--- config.mk ---
export PLATFORM = sky130hd
export DESIGN_NAME = audio_level_meter_peak_hold
export DESIGN_NICKNAME = d
export VERILOG_FILES = /design/src/hdl/alm_pkg.sv /design/src/hdl/alm_db_conv.sv /design/src/hdl/audio_level_meter_peak_hold.sv
export SDC_FILE = /design/constraint.sdc
export NUM_CORES = 1
export LEC_CHECK = 0
export BUFFER_PORTS_ARGS = -buffer_cell sky130_fd_sc_hd__buf_4
export CORE_ASPECT_RATIO = 0.6
export CORE_MARGIN = 3
export CORE_UTILIZATION = 45
export CTS_CLUSTER_SIZE = 40
export DETAILED_ROUTE_END_ITERATION = 16
export SLEW_MARGIN = 20
export SYNTH_ARGS = -nofsm -noshare
export SYNTH_HDL_FRONTEND = slang
export SYNTH_SLANG_ARGS = --single-unit
--- constraint.sdc ---
create_clock -name clk -period 14.4 [get_ports clk]
set_clock_uncertainty 0.15 [all_clocks]
set_input_delay 1.44 -clock clk [delete_from_list [all_inputs] [get_ports clk]]
set_output_delay 1.44 -clock clk [all_outputs]
set_load 0.01 [all_outputs]
--- src/hdl/alm_pkg.sv ---
// Shared types, codes and constants of the audio level meter.
package alm_pkg;

  typedef enum logic [1:0] {
    OP_LEVEL    = 2'd0,
    OP_TICK     = 2'd1,
    OP_PEAK_RST = 2'd2,
    OP_BYPASS   = 2'd3
  } op_t;

  localparam logic [1:0] REG_MIN_DB  = 2'd0;
  localparam logic [1:0] REG_MAX_DB  = 2'd1;
  localparam logic [1:0] REG_ATTACK  = 2'd2;
  localparam logic [1:0] REG_RELEASE = 2'd3;

  localparam logic signed [16:0] MIN_DB_RST  = -17'sd15360;
  localparam logic signed [12:0] MAX_DB_RST  = 13'sd1536;
  localparam logic [15:0]        ATTACK_RST  = 16'd19661;
  localparam logic [15:0]        RELEASE_RST = 16'd58982;

  localparam logic [16:0]        FULL_SCALE  = 17'd65536;
  localparam logic [16:0]        SMALL_LEVEL = 17'd66;
  localparam logic signed [16:0] ZERO_DB_Q88 = -17'sd25600;

  // 20*log10(2) in Q16, consumed LSB first by the serial multiplier
  localparam int          DB_K_BITS   = 19;
  localparam logic [18:0] DB_PER_LOG2 = 19'd394566;

  typedef enum logic [2:0] {
    CV_IDLE,
    CV_NORM,
    CV_LOOK,
    CV_MUL,
    CV_DONE
  } conv_state_t;

  typedef enum logic [2:0] {
    ST_IDLE,
    ST_CONV,
    ST_DIV,
    ST_TICK,
    ST_COMMIT,
    ST_DONE
  } mtr_state_t;

  typedef struct packed {
    logic        start;
    logic [23:0] magnitude;
  } conv_req_t;

  typedef struct packed {
    logic               done;
    logic signed [16:0] db;
  } conv_rsp_t;

  // log2(1 + idx/2^bits) in Q0.16, built bit by bit through repeated squaring
  function automatic logic [15:0] log_frac_entry(input int unsigned idx,
                                                 input int unsigned bits);
    longint unsigned x;
    logic [15:0]     f;
    x = ((longint'(1) << bits) + longint'(idx)) << (30 - bits);
    f = '0;
    for (int b = 15; b >= 0; b--) begin
      x = (x * x) >> 30;
      if (x >= (longint'(1) << 31)) begin
        x    = x >> 1;
        f[b] = 1'b1;
      end
    end
    return f;
  endfunction

endpackage

--- src/hdl/alm_db_conv.sv ---
// Linear magnitude to Q8.8 dB: serial normalize, table log2, serial constant multiply.
module alm_db_conv #(
  parameter int LOG_TABLE_BITS = 8
) (
  input  logic                clk,
  input  logic                rst_n,
  input  alm_pkg::conv_req_t  req,
  output alm_pkg::conv_rsp_t  rsp
);

  localparam int TAB_N = 1 << LOG_TABLE_BITS;
  localparam int ACC_W = 42;

  alm_pkg::conv_state_t state_r, state_nxt;

  logic [23:0]              mag_r, mag_nxt;
  logic [4:0]               exp_r, exp_nxt;
  logic signed [ACC_W-1:0]  mcand_r, mcand_nxt;
  logic signed [ACC_W-1:0]  acc_r, acc_nxt;
  logic signed [ACC_W-1:0]  acc_sum;
  logic [alm_pkg::DB_K_BITS-1:0] mult_r, mult_nxt;
  logic signed [16:0]       db_r, db_nxt;

  logic [15:0]        log_tab [TAB_N];
  logic [5:0]         e_off;
  logic signed [21:0] log_val;

  for (genvar gi = 0; gi < TAB_N; gi++) begin : g_tab
    localparam logic [15:0] ENTRY = alm_pkg::log_frac_entry(gi, LOG_TABLE_BITS);
    assign log_tab[gi] = ENTRY;
  end

  // integer part of log2 is exponent - 23, fraction from the table
  assign e_off   = {1'b0, exp_r} - 6'd23;
  assign log_val = {e_off, log_tab[mag_r[22 -: LOG_TABLE_BITS]]};
  assign acc_sum = acc_r + (mult_r[0] ? mcand_r : '0);

  always_ff @(posedge clk) begin
    if (!rst_n) begin
      state_r <= alm_pkg::CV_IDLE;
    end else begin
      state_r <= state_nxt;
    end
    mag_r   <= mag_nxt;
    exp_r   <= exp_nxt;
    mcand_r <= mcand_nxt;
    acc_r   <= acc_nxt;
    mult_r  <= mult_nxt;
    db_r    <= db_nxt;
  end

  always_comb begin
    state_nxt = state_r;
    mag_nxt   = mag_r;
    exp_nxt   = exp_r;
    mcand_nxt = mcand_r;
    acc_nxt   = acc_r;
    mult_nxt  = mult_r;
    db_nxt    = db_r;
    case (state_r)
      alm_pkg::CV_IDLE: begin
        if (req.start) begin
          if (req.magnitude == '0) begin
            db_nxt    = alm_pkg::ZERO_DB_Q88;
            state_nxt = alm_pkg::CV_DONE;
          end else begin
            mag_nxt   = req.magnitude;
            exp_nxt   = 5'd23;
            state_nxt = alm_pkg::CV_NORM;
          end
        end
      end
      alm_pkg::CV_NORM: begin
        if (mag_r[23]) begin
          state_nxt = alm_pkg::CV_LOOK;
        end else begin
          mag_nxt = {mag_r[22:0], 1'b0};
          exp_nxt = exp_r - 5'd1;
        end
      end
      alm_pkg::CV_LOOK: begin
        mcand_nxt = ACC_W'(log_val);
        acc_nxt   = ACC_W'(24'h80_0000);  // round to nearest, ties up
        mult_nxt  = alm_pkg::DB_PER_LOG2;
        state_nxt = alm_pkg::CV_MUL;
      end
      alm_pkg::CV_MUL: begin
        acc_nxt   = acc_sum;
        mcand_nxt = mcand_r <<< 1;
        mult_nxt  = mult_r >> 1;
        if (mult_r[alm_pkg::DB_K_BITS-1:1] == '0) begin
          db_nxt    = acc_sum[40:24];
          state_nxt = alm_pkg::CV_DONE;
        end
      end
      alm_pkg::CV_DONE: begin
        state_nxt = alm_pkg::CV_IDLE;
      end
      default: begin
        state_nxt = alm_pkg::CV_IDLE;
      end
    endcase
  end

  assign rsp.done = (state_r == alm_pkg::CV_DONE);
  assign rsp.db   = db_r;

  a_done_pulse: assert property (@(posedge clk) disable iff (!rst_n)
    rsp.done |=> !rsp.done)
    else $error("conversion done held longer than one cycle");

  a_norm_leads: assert property (@(posedge clk) disable iff (!rst_n)
    (state_r == alm_pkg::CV_LOOK) |-> mag_r[23])
    else $error("table lookup without a normalized magnitude");

  a_start_idle: assert property (@(posedge clk) disable iff (!rst_n)
    (req.start && state_r == alm_pkg::CV_IDLE && req.magnitude != '0)
      |=> state_r == alm_pkg::CV_NORM)
    else $error("nonzero magnitude did not enter normalization");

endmodule

--- src/hdl/audio_level_meter_peak_hold.sv ---
// Audio level meter with peak hold: control, divider, smoother and state.
// Sequence, accepting edge to out_valid: level runs normalize, lookup, multiply,
//   divide (skipped when clamped) and handoff; tick runs a shift-add; peak reset and bypass go to ST_DONE.
// Throughput: one transaction at a time; the next is taken once the previous
//   result sits in the output register.
// Reset: rst_n synchronous active low; levels and bypass clear, peak dB and range to defaults.
module audio_level_meter_peak_hold #(
  parameter int LOG_TABLE_BITS = 8
) (
  input  logic               clk,
  input  logic               rst_n,

  // input transaction channel
  input  logic               in_valid,
  output logic               in_ready,
  input  logic [1:0]         in_operation,
  input  logic [23:0]        in_magnitude,
  input  logic               in_bypass_flag,

  // result transaction channel
  output logic               out_valid,
  input  logic               out_ready,
  output logic [16:0]        out_shown_level,
  output logic [16:0]        out_peak_level,
  output logic signed [16:0] out_peak_db,
  output logic               out_bypass_state,

  // configuration writes
  input  logic               cfg_we,
  input  logic [1:0]         cfg_index,
  input  logic [16:0]        cfg_data
);

  localparam int TACC_W = 35;

  // configuration registers
  logic signed [16:0] min_db_r;
  logic signed [12:0] max_db_r;
  logic [15:0]        attack_r;
  logic [15:0]        release_r;
  logic signed [16:0] max_ext;

  // meter state
  logic [16:0]        target_r, target_nxt;
  logic [16:0]        smooth_r, smooth_nxt;
  logic [16:0]        peak_r, peak_nxt;
  logic signed [16:0] peak_db_r, peak_db_nxt;
  logic               bypass_r, bypass_nxt;

  // sequencer and datapath
  alm_pkg::mtr_state_t state_r, state_nxt;
  logic [3:0]          cnt_r, cnt_nxt;
  logic signed [16:0]  db_r, db_nxt;
  logic [16:0]         lvl_r, lvl_nxt;      // quotient shift register / new target
  logic [15:0]         rem_r, rem_nxt;
  logic [15:0]         den_r, den_nxt;
  logic [15:0]         coef_r, coef_nxt;
  logic signed [TACC_W-1:0] dsh_r, dsh_nxt;
  logic signed [TACC_W-1:0] tacc_r, tacc_nxt;

  // output register
  logic               out_valid_r, out_valid_nxt;
  logic [16:0]        out_shown_r;
  logic [16:0]        out_peak_r;
  logic signed [16:0] out_peak_db_r;
  logic               out_bypass_r;
  logic               out_load;

  alm_pkg::conv_req_t conv_req;
  alm_pkg::conv_rsp_t conv_rsp;

  // combinational helpers
  logic               in_accept;
  logic [16:0]        rem2;
  logic               rem_ge;
  logic signed [17:0] num_diff;
  logic signed [17:0] den_diff;
  logic signed [17:0] lvl_diff;
  logic signed [TACC_W-1:0] tacc_sum;
  logic [17:0]        sm_raw;

  assign max_ext   = 17'(max_db_r);
  assign in_ready  = (state_r == alm_pkg::ST_IDLE);
  assign in_accept = in_valid && in_ready;

  assign rem2     = {rem_r, 1'b0};
  assign rem_ge   = rem2 >= {1'b0, den_r};
  assign num_diff = 18'(conv_rsp.db) - 18'(min_db_r);
  assign den_diff = 18'(max_ext) - 18'(min_db_r);
  assign lvl_diff = $signed({1'b0, smooth_r}) - $signed({1'b0, target_r});
  assign tacc_sum = tacc_r + (coef_r[0] ? dsh_r : '0);
  assign sm_raw   = tacc_sum[33:16];

  assign conv_req.start     = in_accept && (alm_pkg::op_t'(in_operation) == alm_pkg::OP_LEVEL);
  assign conv_req.magnitude = in_magnitude;

  alm_db_conv #(
    .LOG_TABLE_BITS(LOG_TABLE_BITS)
  ) u_db_conv (
    .clk  (clk),
    .rst_n(rst_n),
    .req  (conv_req),
    .rsp  (conv_rsp)
  );

  // configuration port: plain write, no read-back
  always_ff @(posedge clk) begin
    if (!rst_n) begin
      min_db_r  <= alm_pkg::MIN_DB_RST;
      max_db_r  <= alm_pkg::MAX_DB_RST;
      attack_r  <= alm_pkg::ATTACK_RST;
      release_r <= alm_pkg::RELEASE_RST;
    end else if (cfg_we) begin
      case (cfg_index)
        alm_pkg::REG_MIN_DB:  min_db_r  <= cfg_data;
        alm_pkg::REG_MAX_DB:  max_db_r  <= cfg_data[12:0];
        alm_pkg::REG_ATTACK:  attack_r  <= cfg_data[15:0];
        alm_pkg::REG_RELEASE: release_r <= cfg_data[15:0];
        default: ;
      endcase
    end
  end

  always_ff @(posedge clk) begin
    if (!rst_n) begin
      state_r     <= alm_pkg::ST_IDLE;
      out_valid_r <= 1'b0;
      target_r    <= '0;
      smooth_r    <= '0;
      peak_r      <= '0;
      peak_db_r   <= alm_pkg::MIN_DB_RST;
      bypass_r    <= 1'b0;
    end else begin
      state_r     <= state_nxt;
      out_valid_r <= out_valid_nxt;
      target_r    <= target_nxt;
      smooth_r    <= smooth_nxt;
      peak_r      <= peak_nxt;
      peak_db_r   <= peak_db_nxt;
      bypass_r    <= bypass_nxt;
    end
    cnt_r  <= cnt_nxt;
    db_r   <= db_nxt;
    lvl_r  <= lvl_nxt;
    rem_r  <= rem_nxt;
    den_r  <= den_nxt;
    coef_r <= coef_nxt;
    dsh_r  <= dsh_nxt;
    tacc_r <= tacc_nxt;
    if (out_load) begin
      out_shown_r   <= smooth_r;
      out_peak_r    <= peak_r;
      out_peak_db_r <= peak_db_r;
      out_bypass_r  <= bypass_r;
    end
  end

  always_comb begin
    state_nxt     = state_r;
    cnt_nxt       = cnt_r;
    db_nxt        = db_r;
    lvl_nxt       = lvl_r;
    rem_nxt       = rem_r;
    den_nxt       = den_r;
    coef_nxt      = coef_r;
    dsh_nxt       = dsh_r;
    tacc_nxt      = tacc_r;
    target_nxt    = target_r;
    smooth_nxt    = smooth_r;
    peak_nxt      = peak_r;
    peak_db_nxt   = peak_db_r;
    bypass_nxt    = bypass_r;
    out_load      = 1'b0;
    out_valid_nxt = out_valid_r && !out_ready;

    case (state_r)
      alm_pkg::ST_IDLE: begin
        if (in_accept) begin
          case (alm_pkg::op_t'(in_operation))
            alm_pkg::OP_LEVEL: begin
              state_nxt = alm_pkg::ST_CONV;
            end
            alm_pkg::OP_TICK: begin
              // new = target*2^16 + (old - target)*c + half LSB
              coef_nxt  = (target_r > smooth_r) ? attack_r : release_r;
              dsh_nxt   = TACC_W'(lvl_diff);
              tacc_nxt  = TACC_W'({target_r, 16'h8000});
              cnt_nxt   = '0;
              state_nxt = alm_pkg::ST_TICK;
            end
            alm_pkg::OP_PEAK_RST: begin
              peak_nxt    = '0;
              peak_db_nxt = min_db_r;
              state_nxt   = alm_pkg::ST_DONE;
            end
            alm_pkg::OP_BYPASS: begin
              bypass_nxt = in_bypass_flag;
              if (in_bypass_flag) begin
                target_nxt = '0;
              end
              state_nxt = alm_pkg::ST_DONE;
            end
            default: ;
          endcase
        end
      end
      alm_pkg::ST_CONV: begin
        if (conv_rsp.done) begin
          db_nxt = conv_rsp.db;
          // below-range test first, so an empty range never reaches the divider
          if (conv_rsp.db <= min_db_r) begin
            lvl_nxt   = '0;
            state_nxt = alm_pkg::ST_COMMIT;
          end else if (conv_rsp.db >= max_ext) begin
            lvl_nxt   = alm_pkg::FULL_SCALE;
            state_nxt = alm_pkg::ST_COMMIT;
          end else begin
            rem_nxt   = num_diff[15:0];
            den_nxt   = den_diff[15:0];
            lvl_nxt   = '0;
            cnt_nxt   = '0;
            state_nxt = alm_pkg::ST_DIV;
          end
        end
      end
      alm_pkg::ST_DIV: begin
        // restoring divide, one quotient bit per cycle
        rem_nxt = rem_ge ? 16'(rem2 - {1'b0, den_r}) : rem2[15:0];
        lvl_nxt = {lvl_r[15:0], rem_ge};
        cnt_nxt = cnt_r + 4'd1;
        if (cnt_r == 4'd15) begin
          state_nxt = alm_pkg::ST_COMMIT;
        end
      end
      alm_pkg::ST_TICK: begin
        // shift-add over coefficient bits, LSB first
        tacc_nxt = tacc_sum;
        dsh_nxt  = dsh_r <<< 1;
        coef_nxt = coef_r >> 1;
        cnt_nxt  = cnt_r + 4'd1;
        if (cnt_r == 4'd15) begin
          if (sm_raw > 18'(alm_pkg::FULL_SCALE)) begin
            smooth_nxt = alm_pkg::FULL_SCALE;
          end else if (sm_raw < 18'(alm_pkg::SMALL_LEVEL)) begin
            smooth_nxt = '0;
          end else begin
            smooth_nxt = sm_raw[16:0];
          end
          state_nxt = alm_pkg::ST_DONE;
        end
      end
      alm_pkg::ST_COMMIT: begin
        target_nxt = lvl_r;
        if (lvl_r > peak_r) begin
          peak_nxt    = lvl_r;
          peak_db_nxt = db_r;
        end
        state_nxt = alm_pkg::ST_DONE;
      end
      alm_pkg::ST_DONE: begin
        // hold here until the output register is free
        if (!out_valid_r || out_ready) begin
          out_load      = 1'b1;
          out_valid_nxt = 1'b1;
          state_nxt     = alm_pkg::ST_IDLE;
        end
      end
      default: begin
        state_nxt = alm_pkg::ST_IDLE;
      end
    endcase
  end

  assign out_valid        = out_valid_r;
  assign out_shown_level  = out_shown_r;
  assign out_peak_level   = out_peak_r;
  assign out_peak_db      = out_peak_db_r;
  assign out_bypass_state = out_bypass_r;

  a_peak_clear: assert property (@(posedge clk) disable iff (!rst_n)
    (in_accept && in_operation == alm_pkg::OP_PEAK_RST)
      |=> (peak_r == '0) && (peak_db_r == $past(min_db_r)))
    else $error("peak reset did not clear the held peak");

  a_bypass_zero: assert property (@(posedge clk) disable iff (!rst_n)
    (in_accept && in_operation == alm_pkg::OP_BYPASS && in_bypass_flag)
      |=> bypass_r && (target_r == '0))
    else $error("bypass set did not zero the target");

  a_level_range: assert property (@(posedge clk) disable iff (!rst_n)
    (peak_r <= alm_pkg::FULL_SCALE) && (target_r <= alm_pkg::FULL_SCALE) &&
    ((smooth_r == '0) || (smooth_r >= alm_pkg::SMALL_LEVEL)))
    else $error("level state out of range");

  a_conv_owned: assert property (@(posedge clk) disable iff (!rst_n)
    conv_rsp.done |-> (state_r == alm_pkg::ST_CONV))
    else $error("dB result arrived outside a level transaction");

endmodule
**After elaboration in Yosys (flattened, before gate mapping)**

Memories as Yosys holds them, arrays and structs flattened.
Index checks and enable logic that the tools add are counted.

- Flip-flop bits (word level): 495
- ROM bits: 4096
- Input bits: 51
- Output and inout port bits: 54
- Logic and storage cells: 202
- Memories: 1

Memory list:

| memory | words | bits a word | read ports | clocked after Yosys merged registers in | wr ports | RTL line | source |
|---|---|---|---|---|---|---|---|
| (no name shown) | 256 | 16 | 1 | 0 | 0 | alm_db_conv.sv:35 | `assign log_val = {e_off, log_tab[mag_r[22 -: LOG_TABLE_BITS]]};` |

- Add/subtract/negate cells: 9
- Order comparisons: 8
- Eq/ne operators: 34
- Multiplexer cells: 76
- Bitwise operators: 3
- Reductions and logical operators: 40

Operators with widths:

| operator | count |
|---|---|
| $mux W17 | 17 |
| $mux W35 | 5 |
| $pmux W17 S2 | 5 |
| $pmux W42 S2 | 2 |
| $mux W16 | 9 |
| $pmux W35 S2 | 2 |
| $mux W24 | 3 |
| $pmux W16 S2 | 2 |
| $pmux W24 S2 | 1 |
| $add A42 B42 Y42 | 1 |
| $mux W42 | 1 |
| $pmux W19 S2 | 1 |
| $add A35 B35 Y35 | 1 |
| $gt A17 B17 Y1 | 2 |
| $mux W3 | 11 |
| $sub A16 B16 Y16 | 2 |
| $logic_not A24 Y1 | 1 |
| $reduce_and A4 Y1 | 6 |
| $mux W4 | 5 |
| $ne A2 B2 Y1 const B | 10 |
| $gt A18 B17 Y1 const B | 1 |
| $logic_not A18 Y1 | 1 |
| $lt A18 B7 Y1 const B | 1 |
| $pmux W3 S6 | 1 |
| 36 further kinds | 79 |

**Longest topological paths before layout**

- Depth in word-level cells: 5
- Mapped depth: 15
- Mapped depth without buffers: 14

**Cells and area by module**

From an unflattened synthesis, not the netlist that was laid out.

- Cells, all modules: 3535
- Area total of the unflattened synthesis: 32158.3 um2

By module, submodules not included:

| module | instances | cells each | area each (um2) | seq. area each (um2) |
|---|---|---|---|---|
| audio_level_meter_peak_hold | 1 | 1974 | 19220.9 | 8888.5 |
| alm_db_conv | 1 | 1561 | 12937.4 | 4474.3 |

**Worst setup path before layout**

Ideal clock, no wire load.

- Path kind: input-to-reg
- From: in in_operation[1]
- To: reg coef_r[0], enable pin
- Setup time: 0.527 ns
- Data arrival time: 5.225 ns
- Required time: 13.723 ns
- Slack: 8.498 ns
- Stages on the path: 3
- Buffers on the path: 0
- Cells stage by stage: nor4_1 -> a21oi_1 -> nor2_1

- Word-level cells in the longest chain between the ends: 3

Ends and longest elaborated chain:

| item | RTL line | source |
|---|---|---|
| from (decl) | audio_level_meter_peak_hold.sv:16 | `input logic [1:0] in_operation,` |
| $eq A2 B1 Y1 | audio_level_meter_peak_hold.sv:179 | `case (alm_pkg::op_t'(in_operation))` |
| $ne A2 B1 Y1 (no line) | - |  |
| $reduce_and A3 Y1 (no line) | - |  |
| to (signal assigned) | audio_level_meter_peak_hold.sv:147 | `coef_r <= coef_nxt;` |
| to (decl) | audio_level_meter_peak_hold.sv:57 | `logic [15:0] coef_r, coef_nxt;` |

Every way passes these cells.
A chain may end at the register's enable or synchronous reset.

**Worst setup path in the final report**

- From: reg coef_r[0]
- To: reg smooth_r[4]

- Word-level cells in the longest chain between the ends: 5
- Elaborated cells on any way between the ends: 6
- Classes of those cells: add/sub (1); order compare (2); mux (3)

Ends and longest elaborated chain:

| item | RTL line | source |
|---|---|---|
| $mux W35 (*) | audio_level_meter_peak_hold.sv:91 | `assign tacc_sum = tacc_r + (coef_r[0] ? dsh_r : '0);` |
| $add A35 B35 Y35 (*) | audio_level_meter_peak_hold.sv:91 |  |
| $lt A18 B7 Y1 | audio_level_meter_peak_hold.sv:244 | `end else if (sm_raw < 18'(alm_pkg::SMALL_LEVEL)) begin` |
| $mux W17 | audio_level_meter_peak_hold.sv:244 |  |
| $mux W17 (*) | audio_level_meter_peak_hold.sv:242 | `if (sm_raw > 18'(alm_pkg::FULL_SCALE)) begin` |
| to (signal assigned) | audio_level_meter_peak_hold.sv:137 | `smooth_r <= smooth_nxt;` |
| to (decl) | audio_level_meter_peak_hold.sv:45 | `logic [16:0] smooth_r, smooth_nxt;` |

Every way passes the cells marked *; elsewhere a longest branch is shown, timed or not.

==> results.cfg <==
[yosys]
seq_area_frac_synth = 0.4200
netlist_instances = 3564
netlist_area_um2 = 31810
syn_nets = 3818
synth_cell_types = 92
synth-seq-cells = 491
synthTopCellsByArea = edfxtp_1 33%, dfxtp_1 8.7%, ha_1 7.7%
synth_top_cell_by_area = edfxtp_1
dominantRegCellSynth = edfxtp_1
ys_warn_count = 0
ys_async_sr_fraction = 0
synth.avg_cell_area_um2 = 8.927
synth_edf_count = 353
yosysTopAreaCellShare = 0.3332

[detailed_routing]
firstDrtPassIters = 6
route.detailed.drc = 0
wl_um = 112700
vias = 28400
antenna_left = 0
vias_per_cell = 6.323
drtIter0Drc = 3614
wl_per_cell_um = 25.09

[clock_tree]
clkLatencyLatePin_ns = 0.62
clk_pin_slew_worst_paths_ns = 0.07
ctsLongestPathBuffers = 3
cts_root_buffer = clkbuf_16
cts_tree = built
cts_buffers = 48
cts_hold_buf = 0
cts_htree_levels = 2
ctsResizeCount = 0
cts.sink_count = 491
post_cts.repair.setup_buffers = 0

[timing]
hold_ws_ns = 0.2901
rsz0062_at_grt = false
post-route-period-util = 0.3668
setup-tns-final_ns = 0
worst_slew_pin_slew_ns = 1.141
slew_viol_final = 0
max_freq_ghz = 0.1893
period_minus_slack_ns = 5.282
finalSetupViolCount = 0
hold_violations = 0
relSlewSlack = 0.2293

[power]
p_switching_mw = 2.603
swShare = 0.4279
seqPwrFrac = 0.318
vdd_drop_max_uv = 118.8
leakage_nw = 13.32
p_int_mw = 3.481
p_comb_frac = 0.460
powerDensity_nw_per_um2 = 173.7
clockPowerShare = 0.222
fin_total_pwr_mw = 6.084

[floorplan]
core_area_um2 = 68980
ios = 105
rows = 74
start_util = 0.4612
die-area_um2 = 74030
die_w_um = 349.3
die_y_um = 212.0

[setup_path]
worstPathMaxFanout = 34
crit_required_ns = 14.81
cp-start-kind = register
arrival_ns = 5.69
critPathKind = register to register
worstSetupEndpointType = register

[run]
cap_violations = 0

[run_status]
outcome = finished clean

[final_layout]
final_area_um2 = 35030
final_nets = 3791
area_delta_synth_final_pct = 10.11
fillers = 6452
layout-drive-gt1-share = 0.08499
fin_cells = 4492

[grt]
antenna_found_initial = 6
gr-total-overflow = 0
grt_pass1_wl_um = 167700
grt_pass1_vias = 25840
globalRouteTotalUtil = 0.2972
grt_max_degree = 137

[placement]
dp_hpwl_um = 83020
io_buffers = 104
post-place-cells = 4399
gp_congestion = 1.029
placed_area_um2 = 33340

[min_path]
hp-class = register to register
[final timing paths]
check                           slack [ns]  cells past startpoint      start          endpoint
worst max-delay path                  9.12                     13  coef_r[0]       smooth_r[4]
worst min register to register        0.29                      0   bypass_r  out_bypass_state
worst max register to register        9.12                     13  coef_r[0]       smooth_r[4]
worst min-delay path                  0.29                      0   bypass_r  out_bypass_state
[layer usage]
layer,track usage,wire [um],up-vias,share of wire
met3,0.1002,14920,138,0.13
met4,0.04458,1341,4,0.012
li1,-,-,13080,-
met5,0,14,-,0.00012
met2,0.3534,39370,1477,0.35
met1,0.4999,57040,13710,0.51
[cells by family after synthesis]
| family | count (synthesis) | synth area share |
|---|---|---|
| adders and majority gates | 203 | 0.08125 |
| DFF | 491 | 0.4200 |
| AOI/OAI and AO/OA | 1065 | 0.2174 |
| and+or+nand+nor | 1287 | 0.1920 |
| muxes | 61 | 0.02175 |
| xor gates and xnor gates | 86 | 0.02368 |
| buffers and inverters | 371 | 0.04397 |
[power by group through the flow]
stage / Sequential [mW] / Combinational [mW] / Clock (mW)
floorplan: 1.91 / 1.84 / 0
global placement: 1.96 / 2.68 / 0
detailed placement: 1.96 / 2.68 / 0
CTS: 1.93 / 2.70 / 1.38
global route: 1.95 / 3.01 / 1.43
finish: 1.94 / 2.80 / 1.35
[flip-flops by register name (all words and copies together), names as in the netlist, 19 cells and up]
name,flops
tacc_r,34
u_db_conv.mult_r,19
u_db_conv.mcand_r,41
dsh_r,34
u_db_conv.mag_r,24
u_db_conv.acc_r,41
[cells in the mapped netlist (all sizes together) (33+ instances only)]
master / n
a21o: 80
nor3: 71
edfxtp: 353
nand2: 456
a31oi: 55
inv: 142
a21oi: 272
nor2b: 39
nand4: 45
and2: 119
dfxtp: 138
mux2i: 50
nor2: 276
o21ai: 252
nand2b: 47
nand3: 92
or3: 33
a211oi: 59
xor2: 37
clkbuf: 194
xnor2: 49
o211ai: 52
ha: 197
[cells in the final DEF (no fill, tap or decap), drive strengths merged, types with 59 or more instances in the layout]
cell	netlist	final
nor3	71	71
nand3	92	92
nor2	276	276
inv	142	148
and2	119	119
a211oi	59	59
edfxtp	353	353
ha	197	197
a21o	80	80
nand2	456	456
clkbuf	194	59
dfxtp	138	138
buf	32	149
o21ai	252	252
a21oi	272	272
[worst max-delay path, stage by stage (launching register included)]
cell	delay [ns]
edfxtp_1	1.04
nand2_1	0.23
inv_1	0.11
ha_1	0.25
a211oi_2	0.28
o21ai_0	0.21
o2111ai_1	0.39
a21oi_1	0.24
or3_1	0.40
a221oi_1	0.53
xnor2_1	0.25
nand3_1	0.48
nor3_1	0.44
a32o_1	0.20
[per-stage QoR]
stage               utilization  worst slack (ns)
global placement         0.4831             9.323
finish                   0.5078             9.118
global route             0.5078             8.822
CTS                      0.5075             9.293
floorplan                     -             8.498
detailed placement       0.4834             9.322
[layout make-up]
type,count,area [um^2],area share
antenna,3,7.507,0.0002143
sequential,491,13360,0.3815
timing repair buffer,149,1131,0.03229
tap,912,1141,0.03257
inverter,145,544.3,0.01554
clock inverter,31,351.6,0.01004
multi-input combinational,2702,17180,0.4903
clock buffer,59,1315,0.03754
Note: power is estimated with default switching activity, not from simulation.
